--- src/dfq_pkg.sv ---
`timescale 1ns / 1ps
// ----------------------------------------------------------------------------
// dfq_pkg
// Shared types and codes for the deduplicating queue: result status codes
// and the command and status bundles between controller and datapath.
// ----------------------------------------------------------------------------
package dfq_pkg;

	localparam logic [1:0] ST_OK    = 2'd0;
	localparam logic [1:0] ST_DUP   = 2'd1;
	localparam logic [1:0] ST_FULL  = 2'd2;
	localparam logic [1:0] ST_EMPTY = 2'd3;

	localparam logic CMD_WRITE = 1'b0;
	localparam logic CMD_READ  = 1'b1;

	typedef struct packed {
		logic       load;       // capture the item, arm the key scan
		logic       scan_step;  // read next occupied key for compare
		logic       pop_issue;  // read the head slot
		logic       push;       // store the item at the tail
		logic       pop;        // retire the head slot
		logic       finish;     // present a result
		logic [1:0] code;       // status of that result
	} dfq_cmd_t;

	typedef struct packed {
		logic cmd_read;
		logic empty;
		logic full;
		logic scan_done;
		logic hit;
	} dfq_stat_t;

endpackage

--- src/dfq_ram.sv ---
`timescale 1ns / 1ps
// ----------------------------------------------------------------------------
// dfq_ram
// Generic single-write, single-read memory with a registered read port.
// ----------------------------------------------------------------------------
module dfq_ram #(
	parameter int WIDTH = 64,
	parameter int DEPTH = 16
) (
	input  logic                     clk,
	input  logic                     we,
	input  logic [$clog2(DEPTH)-1:0] waddr,
	input  logic [WIDTH-1:0]         wdata,
	input  logic [$clog2(DEPTH)-1:0] raddr,
	output logic [WIDTH-1:0]         rdata
);

	logic [WIDTH-1:0] mem_q [DEPTH];

	always_ff @(posedge clk) begin
		if (we) begin
			mem_q[waddr] <= wdata;
		end
		rdata <= mem_q[raddr];
	end

endmodule

--- src/dfq_ctrl.sv ---
`timescale 1ns / 1ps
// ----------------------------------------------------------------------------
// dfq_ctrl
// Sequencer for the queue: dispatches each item, walks the duplicate scan
// and decides the result status.
// ----------------------------------------------------------------------------
module dfq_ctrl
	import dfq_pkg::*;
(
	input  logic      clk,
	input  logic      arst_n,
	input  logic      start,
	output logic      busy,
	input  dfq_stat_t stat,
	output dfq_cmd_t  cmd
);

	localparam logic [1:0] S_IDLE     = 2'd0;
	localparam logic [1:0] S_DISPATCH = 2'd1;
	localparam logic [1:0] S_SCAN     = 2'd2;
	localparam logic [1:0] S_POP      = 2'd3;

	logic [1:0] state_q;
	logic [1:0] state_nxt;

	always_ff @(posedge clk or negedge arst_n) begin
		if (!arst_n) begin
			state_q <= S_IDLE;
		end else begin
			state_q <= state_nxt;
		end
	end

	assign busy = (state_q != S_IDLE);

	always_comb begin
		cmd       = '0;
		cmd.code  = ST_OK;
		state_nxt = state_q;
		case (state_q)
			S_IDLE: begin
				if (start) begin
					cmd.load  = 1'b1;
					state_nxt = S_DISPATCH;
				end
			end
			S_DISPATCH: begin
				if (stat.cmd_read) begin
					if (stat.empty) begin
						cmd.finish = 1'b1;
						cmd.code   = ST_EMPTY;
						state_nxt  = S_IDLE;
					end else begin
						cmd.pop_issue = 1'b1;
						state_nxt     = S_POP;
					end
				end else begin
					state_nxt = S_SCAN;
				end
			end
			S_SCAN: begin
				// A hit always wins, even on a full queue.
				if (stat.hit) begin
					cmd.finish = 1'b1;
					cmd.code   = ST_DUP;
					state_nxt  = S_IDLE;
				end else if (stat.scan_done) begin
					cmd.finish = 1'b1;
					if (stat.full) begin
						cmd.code = ST_FULL;
					end else begin
						cmd.push = 1'b1;
						cmd.code = ST_OK;
					end
					state_nxt = S_IDLE;
				end else begin
					cmd.scan_step = 1'b1;
				end
			end
			S_POP: begin
				cmd.pop    = 1'b1;
				cmd.finish = 1'b1;
				cmd.code   = ST_OK;
				state_nxt  = S_IDLE;
			end
			default: begin
				state_nxt = S_IDLE;
			end
		endcase
	end

endmodule

--- src/dfq_datapath.sv ---
`timescale 1ns / 1ps
// ----------------------------------------------------------------------------
// dfq_datapath
// Queue storage, ring pointers, occupancy count, the key comparator of the
// duplicate scan and the result registers.
// ----------------------------------------------------------------------------
module dfq_datapath
	import dfq_pkg::*;
#(
	parameter int QUEUE_DEPTH = 16
) (
	input  logic        clk,
	input  logic        arst_n,
	input  dfq_cmd_t    cmd,
	output dfq_stat_t   stat,
	input  logic        command,
	input  logic [63:0] entry_key,
	input  logic [63:0] entry_payload,
	output logic        done,
	output logic [1:0]  status,
	output logic [63:0] out_key,
	output logic [63:0] out_payload,
	output logic [4:0]  occupancy
);

	localparam int IW = $clog2(QUEUE_DEPTH);
	localparam int CW = $clog2(QUEUE_DEPTH + 1);
	localparam logic [IW-1:0] LAST_SLOT = IW'(QUEUE_DEPTH - 1);
	localparam logic [CW-1:0] FULL_CNT  = CW'(QUEUE_DEPTH);

	logic          cmd_q;
	logic [63:0]   key_q;
	logic [63:0]   payload_q;
	logic [IW-1:0] head_q;
	logic [IW-1:0] tail_q;
	logic [CW-1:0] count_q;
	logic [IW-1:0] scan_ptr_q;
	logic [CW-1:0] scan_left_q;
	logic          cmp_vld_q;

	logic [IW-1:0] rd_addr;
	logic [63:0]   rd_key;
	logic [63:0]   rd_payload;
	logic [CW-1:0] count_nxt;

	function automatic logic [IW-1:0] next_slot(input logic [IW-1:0] slot);
		return (slot == LAST_SLOT) ? '0 : slot + IW'(1);
	endfunction

	assign rd_addr = cmd.pop_issue ? head_q : scan_ptr_q;

	dfq_ram #(.WIDTH(64), .DEPTH(QUEUE_DEPTH)) u_key_ram (
		.clk   (clk),
		.we    (cmd.push),
		.waddr (tail_q),
		.wdata (key_q),
		.raddr (rd_addr),
		.rdata (rd_key)
	);

	dfq_ram #(.WIDTH(64), .DEPTH(QUEUE_DEPTH)) u_payload_ram (
		.clk   (clk),
		.we    (cmd.push),
		.waddr (tail_q),
		.wdata (payload_q),
		.raddr (rd_addr),
		.rdata (rd_payload)
	);

	assign stat.cmd_read  = (cmd_q == CMD_READ);
	assign stat.empty     = (count_q == '0);
	assign stat.full      = (count_q == FULL_CNT);
	assign stat.scan_done = (scan_left_q == '0);
	assign stat.hit       = cmp_vld_q && (rd_key == key_q);

	always_comb begin
		count_nxt = count_q;
		if (cmd.push) begin
			count_nxt = count_q + CW'(1);
		end else if (cmd.pop) begin
			count_nxt = count_q - CW'(1);
		end
	end

	always_ff @(posedge clk) begin
		if (cmd.load) begin
			cmd_q     <= command;
			key_q     <= entry_key;
			payload_q <= entry_payload;
		end
	end

	// The scan walks every occupied slot from the head; each read is
	// compared in the following cycle, when its data comes back.
	always_ff @(posedge clk or negedge arst_n) begin
		if (!arst_n) begin
			head_q      <= '0;
			tail_q      <= '0;
			count_q     <= '0;
			scan_ptr_q  <= '0;
			scan_left_q <= '0;
			cmp_vld_q   <= 1'b0;
			done        <= 1'b0;
		end else begin
			count_q   <= count_nxt;
			cmp_vld_q <= cmd.scan_step;
			done      <= cmd.finish;
			if (cmd.push) begin
				tail_q <= next_slot(tail_q);
			end
			if (cmd.pop) begin
				head_q <= next_slot(head_q);
			end
			if (cmd.load) begin
				scan_ptr_q  <= head_q;
				scan_left_q <= count_q;
			end else if (cmd.scan_step) begin
				scan_ptr_q  <= next_slot(scan_ptr_q);
				scan_left_q <= scan_left_q - CW'(1);
			end
		end
	end

	always_ff @(posedge clk) begin
		if (cmd.finish) begin
			status      <= cmd.code;
			out_key     <= cmd.pop ? rd_key : '0;
			out_payload <= cmd.pop ? rd_payload : '0;
			occupancy   <= 5'(count_nxt);
		end
	end

endmodule

--- src/dedup_fifo_queue.sv ---
`timescale 1ns / 1ps
// A read gives its result after the dispatch and pop states, or after dispatch alone
// on an empty queue; a write first runs the duplicate scan, which reads one stored key
// per cycle from the key memory (a hit ends the scan early).
// Throughput: one item at a time; the next start is taken at the edge that ends done.
// Reset (arst_n low) empties the queue; the results cannot be stalled.
// ----------------------------------------------------------------------------
// dedup_fifo_queue
// First-in first-out queue of keyed entries that rejects a write whose key
// matches an entry already held, with full and empty status.
// ----------------------------------------------------------------------------
module dedup_fifo_queue
	import dfq_pkg::*;
#(
	parameter int QUEUE_DEPTH = 16
) (
	input  logic        clk,
	input  logic        arst_n,
	input  logic        start,
	output logic        busy,
	input  logic        command,
	input  logic [63:0] entry_key,
	input  logic [63:0] entry_payload,
	output logic        done,
	output logic [1:0]  status,
	output logic [63:0] out_key,
	output logic [63:0] out_payload,
	output logic [4:0]  occupancy
);

	dfq_cmd_t  cmd;
	dfq_stat_t stat;

	dfq_ctrl u_ctrl (
		.clk    (clk),
		.arst_n (arst_n),
		.start  (start),
		.busy   (busy),
		.stat   (stat),
		.cmd    (cmd)
	);

	dfq_datapath #(.QUEUE_DEPTH(QUEUE_DEPTH)) u_datapath (
		.clk           (clk),
		.arst_n        (arst_n),
		.cmd           (cmd),
		.stat          (stat),
		.command       (command),
		.entry_key     (entry_key),
		.entry_payload (entry_payload),
		.done          (done),
		.status        (status),
		.out_key       (out_key),
		.out_payload   (out_payload),
		.occupancy     (occupancy)
	);

endmodule

--- config.mk ---
export PLATFORM = sky130hd
export DESIGN_NAME = dedup_fifo_queue
export DESIGN_NICKNAME = d
export VERILOG_FILES = /design/src/dfq_pkg.sv /design/src/dfq_ram.sv /design/src/dfq_ctrl.sv /design/src/dfq_datapath.sv /design/src/dedup_fifo_queue.sv
export SDC_FILE = /design/constraint.sdc
export NUM_CORES = 2
export LEC_CHECK = 0
export BUFFER_PORTS_ARGS = -buffer_cell sky130_fd_sc_hd__buf_2
export CAP_MARGIN = 20
export CORE_MARGIN = 5
export CORE_UTILIZATION = 45
export DETAILED_ROUTE_END_ITERATION = 16
export MAX_ROUTING_LAYER = met4
export PLACE_DENSITY = 0.69
export SETUP_SLACK_MARGIN = 0.4
export SYNTH_ARGS = -nofsm -noshare
export SYNTH_HDL_FRONTEND = slang
export SYNTH_SLANG_ARGS = --single-unit
--- constraint.sdc ---
create_clock -name clk -period 36.7 [get_ports clk]
set_clock_uncertainty 0.2 [all_clocks]
set_input_delay 7.34 -clock clk [delete_from_list [all_inputs] [get_ports clk]]
set_output_delay 7.34 -clock clk [all_outputs]
set_load 0.005 [all_outputs]
==> run_results.csv <==
group,metric,value,unit
global_routing,first_global_vias,48800,
sta,setup_violations,0,
global_routing,busiest_layer,"met2",
placed_design,gp_congestion,0.791,
worst_setup_path,critPathLaunchType,"register",
route,vias,49100,
synth,synth_warnings,0,
route,drtAntennaViolNets,0,
global_routing,grt_pass1_wl,332000,µm
sta,min_period,9.33,ns
worst_setup_path,cp-endpoint,"busy",
synth,ys.flop_type,"edfxtp_1",
worst_setup_path,end_kind,"primary output",
sta,max_freq,0.107,GHz
floorplan,initial_core_util,0.452,
worst_setup_path,reg2reg_from,"u_ctrl.state_q[1]",
route,routedWlPerCell,27.2,µm
floorplan,core-area,202000,µm²
worst_setup_path,worstPathArrival,1.79,ns
floorplan,dieHeight,460,µm
synth,syn_nets,5373,
global_routing,grt_overflow,0,
cts,clkLatencyLatePin,0.88,ns
synth,ys_types,55,
synth,synth_cells,5231,
global_routing,grt_use_total,0.220,
synth,synth_area_per_cell,17.4,µm²
route,vias_per_cell,5.82,
route,drc,0,
synth,netlist_area,91200,µm²
global_routing,grt_max_degree,201,
cts,tritoncts,"built",
run_status,status,"finished, final reports clean",
worst_hold_path,min_path_type,"reg -> reg",
sta,tightestPinTransition,1.11,ns
worst_hold_path,worstHoldPathCells,1,
cts,clkSinkCount,2466,
sta,slew_headroom,0.263,
sta,drv_slew,0,
synth,synth_edf_count,2312,
cells_and_area,final_core_utilization,0.514,
worst_setup_path,crit_fanout,4,
sta,final-hold-violation-count,0,
route,drt_first_pass_iters,6,
floorplan,die_x,460,µm
cts,numCtsBuffers,237,
global_routing,grtUsageMet3,0.0366,
route,drt_wl_total,229000,µm
cts,clk_path_buf_depth,3,
sta,holdWs,0.348,ns
worst_setup_path,cp_data_required_time,29.16,ns
pwr,ir_worst_vdd,0.0747,mV
worst_setup_path,reg2reg_depth,11,
placed_design,hpwl,117000,µm
worst_setup_path,critPathKind,"reg -> out",
worst_setup_path,reg2reg_slack,30.30,ns
synth,ys_seq_area_frac,0.796,
cts,hold_buffers,0,
worst_setup_path,cpPeakStageDelay,0.49,ns
sta,rsz0062_at_grt,"false",
floorplan,dieArea,212000,µm²
global_routing,antenna_found_initial,19,
worst_hold_path,min_from,"u_datapath.u_payload_ram.rdata[44]",
sta,fin_crit_sh,0.254,
floorplan,core.rowCount,165,
route,drt_iter0_markers,6575,
sta,tns,0,ns
floorplan,pin_count,269,
cts,cts_root_buf,"clkbuf_16",
cells_and_area,stdcell_area,104000,µm²
worst_setup_path,cpMaxStageDelayCell,"dfrtp_4",
job,maxCapViolCount,0,
cts,cts_max_level,4,
placed_design,dpl_cell_area,95700,µm²
placed_design,numPortBuffers,268,
worst_setup_path,r2r-end,"u_datapath.u_payload_ram.rdata[46]",
cts,cts_resized,0,
worst_setup_path,cp_cell_sequence,"nor2_1 > inv_1 > buf_2",
global_routing,use_met2,0.341,
cts,path_clk_slew,0.07,ns
cells_and_area,final_nets,5681,
synth,synth-seq-cells,2466,
cts,cts_setup_buffers,0,
synth,async_flop_share,0.0105,
worst_setup_path,critPathLaunch,"u_ctrl.state_q[0]",
pwr,power_density,79.1,nW/µm²
global_routing,use_met1,0.302,
cells_and_area,syn2layout_area_growth,13.9,%
cells_and_area,layout-drive-gt1-share,0.184,
pwr,p_leak,34.7,nW
==> layer usage <==
metal	up-vias	share of wire	routed length (µm)
li1	20900	-	-
met1	25200	0.40	91500
met2	2502	0.48	109000
met3	426	0.091	20800
met4	0	0.033	7520
met5	-	0	0
==> flip-flops by register name, indices dropped and copies added, names as in the netlist, 64 cells and up <==
name	flops
u_datapath.u_payload_ram.mem_q	1024
u_datapath.payload_q	64
u_datapath.u_payload_ram.rdata	64
u_datapath.out_payload	64
u_datapath.out_key	64
u_datapath.u_key_ram.rdata	64
u_datapath.u_key_ram.mem_q	1024
u_datapath.key_q	64
==> metrics by stage <==
stage	power [W]	worst slack, ns	std cells
2_1_floorplan	0.00504	24.91	5231
3_5_place_dp	0.00579	26.53	7968
6_report	0.00821	27.37	8430
5_1_grt	0.00858	27.28	8427
3_3_place_gp	0.00575	26.52	7965
4_1_cts	0.00826	27.30	8420
==> placed cells by master (no fill, tap or decap), types with 24 or more instances in the layout <==
master,instances
bufinv_16,26
mux4_2,300
nor2_1,101
dfxtp_1,128
o22ai_1,152
nand3_1,646
clkinv_2,32
buf_2,268
nand2_1,878
clkbuf_16,238
xor2_1,44
edfxtp_1,2312
and3_1,120
inv_1,24
clkbuf_1,73
dfrtp_1,24
nand4_1,57
buf_4,75
==> power breakdown <==
group          total, W  switching [W]  internal (W)
clock network   0.00248        0.00105       0.00143
logic           0.00210        0.00134      0.000761
registers       0.00363       0.000231       0.00340
==> synth_stat cells, types with 3 or more instances <==
cell type / instances / share of area
mux2_2: 3 / 0.00037
o211ai_1: 3 / 0.00025
a2111o_1: 3 / 0.00037
dfrtp_1: 26 / 0.0071
a21oi_1: 5 / 0.00027
nand4_1: 57 / 0.0039
inv_1: 25 / 0.0010
mux2i_1: 5 / 0.00055
nor2b_1: 13 / 0.00089
buf_2: 80 / 0.0044
nand2_1: 882 / 0.036
a21o_1: 3 / 0.00025
buf_1: 20 / 0.00082
nand2b_1: 10 / 0.00069
dfxtp_1: 128 / 0.028
nand3_1: 647 / 0.036
ha_1: 10 / 0.0014
nor4_1: 14 / 0.00096
nor3_1: 8 / 0.00044
o21ai_0: 8 / 0.00044
mux4_2: 300 / 0.074
o221ai_1: 3 / 0.00029
buf_6: 6 / 0.00074
clkbuf_1: 176 / 0.0072
xnor2_1: 7 / 0.00067
nor2_1: 117 / 0.0048
buf_4: 7 / 0.00058
xor2_1: 44 / 0.0042
o22ai_1: 152 / 0.010
a31oi_1: 5 / 0.00034
and3_1: 120 / 0.0082
edfxtp_1: 2312 / 0.76
a2111oi_0: 4 / 0.00038
==> how the worst min path moves through the flow <==
stage	end
2_1_floorplan	u_datapath.scan_left_q[4]
3_3_place_gp	u_datapath.out_payload[44]
3_5_place_dp	u_datapath.out_payload[46]
4_1_cts	u_datapath.out_payload[44]
5_1_grt	u_datapath.out_payload[21]
6_report	u_datapath.out_payload[44]
==> cell families (layout without fill, tap and decap cells) <==
| family | after synthesis | after routing | share of synthesized area |
|---|---|---|---|
| mux | 309 | 309 | 0.0751 |
| other cells | 0 | 6 | 0 |
| simple gates | 1879 | 1879 | 0.0928 |
| buf+inv | 314 | 835 | 0.0148 |
| fa+ha+maj | 10 | 10 | 0.00137 |
| xor+xnor | 51 | 51 | 0.00490 |
| flops | 2466 | 2466 | 0.796 |
| compound gates | 202 | 202 | 0.0146 |
==> worst max-delay path, delay by kind of cell (launching register included) <==
family	cells	cell delay, ns
buffers and inverters	2	0.28
and+or+nand+nor	1	0.15
DFF	1	0.49
==> final cells by class <==
type | count | area [µm²]
Fill cell | 15900 | 98000
Clock inverter | 122 | 1530
Multi-Input combinational cell | 2451 | 17500
Timing Repair Buffer | 358 | 2240
Tap cell | 2672 | 3340
Sequential cell | 2466 | 72600
Clock buffer | 330 | 6490
Antenna cell | 6 | 15.0
Inverter | 25 | 101
(Power assumes the default switching activity.)
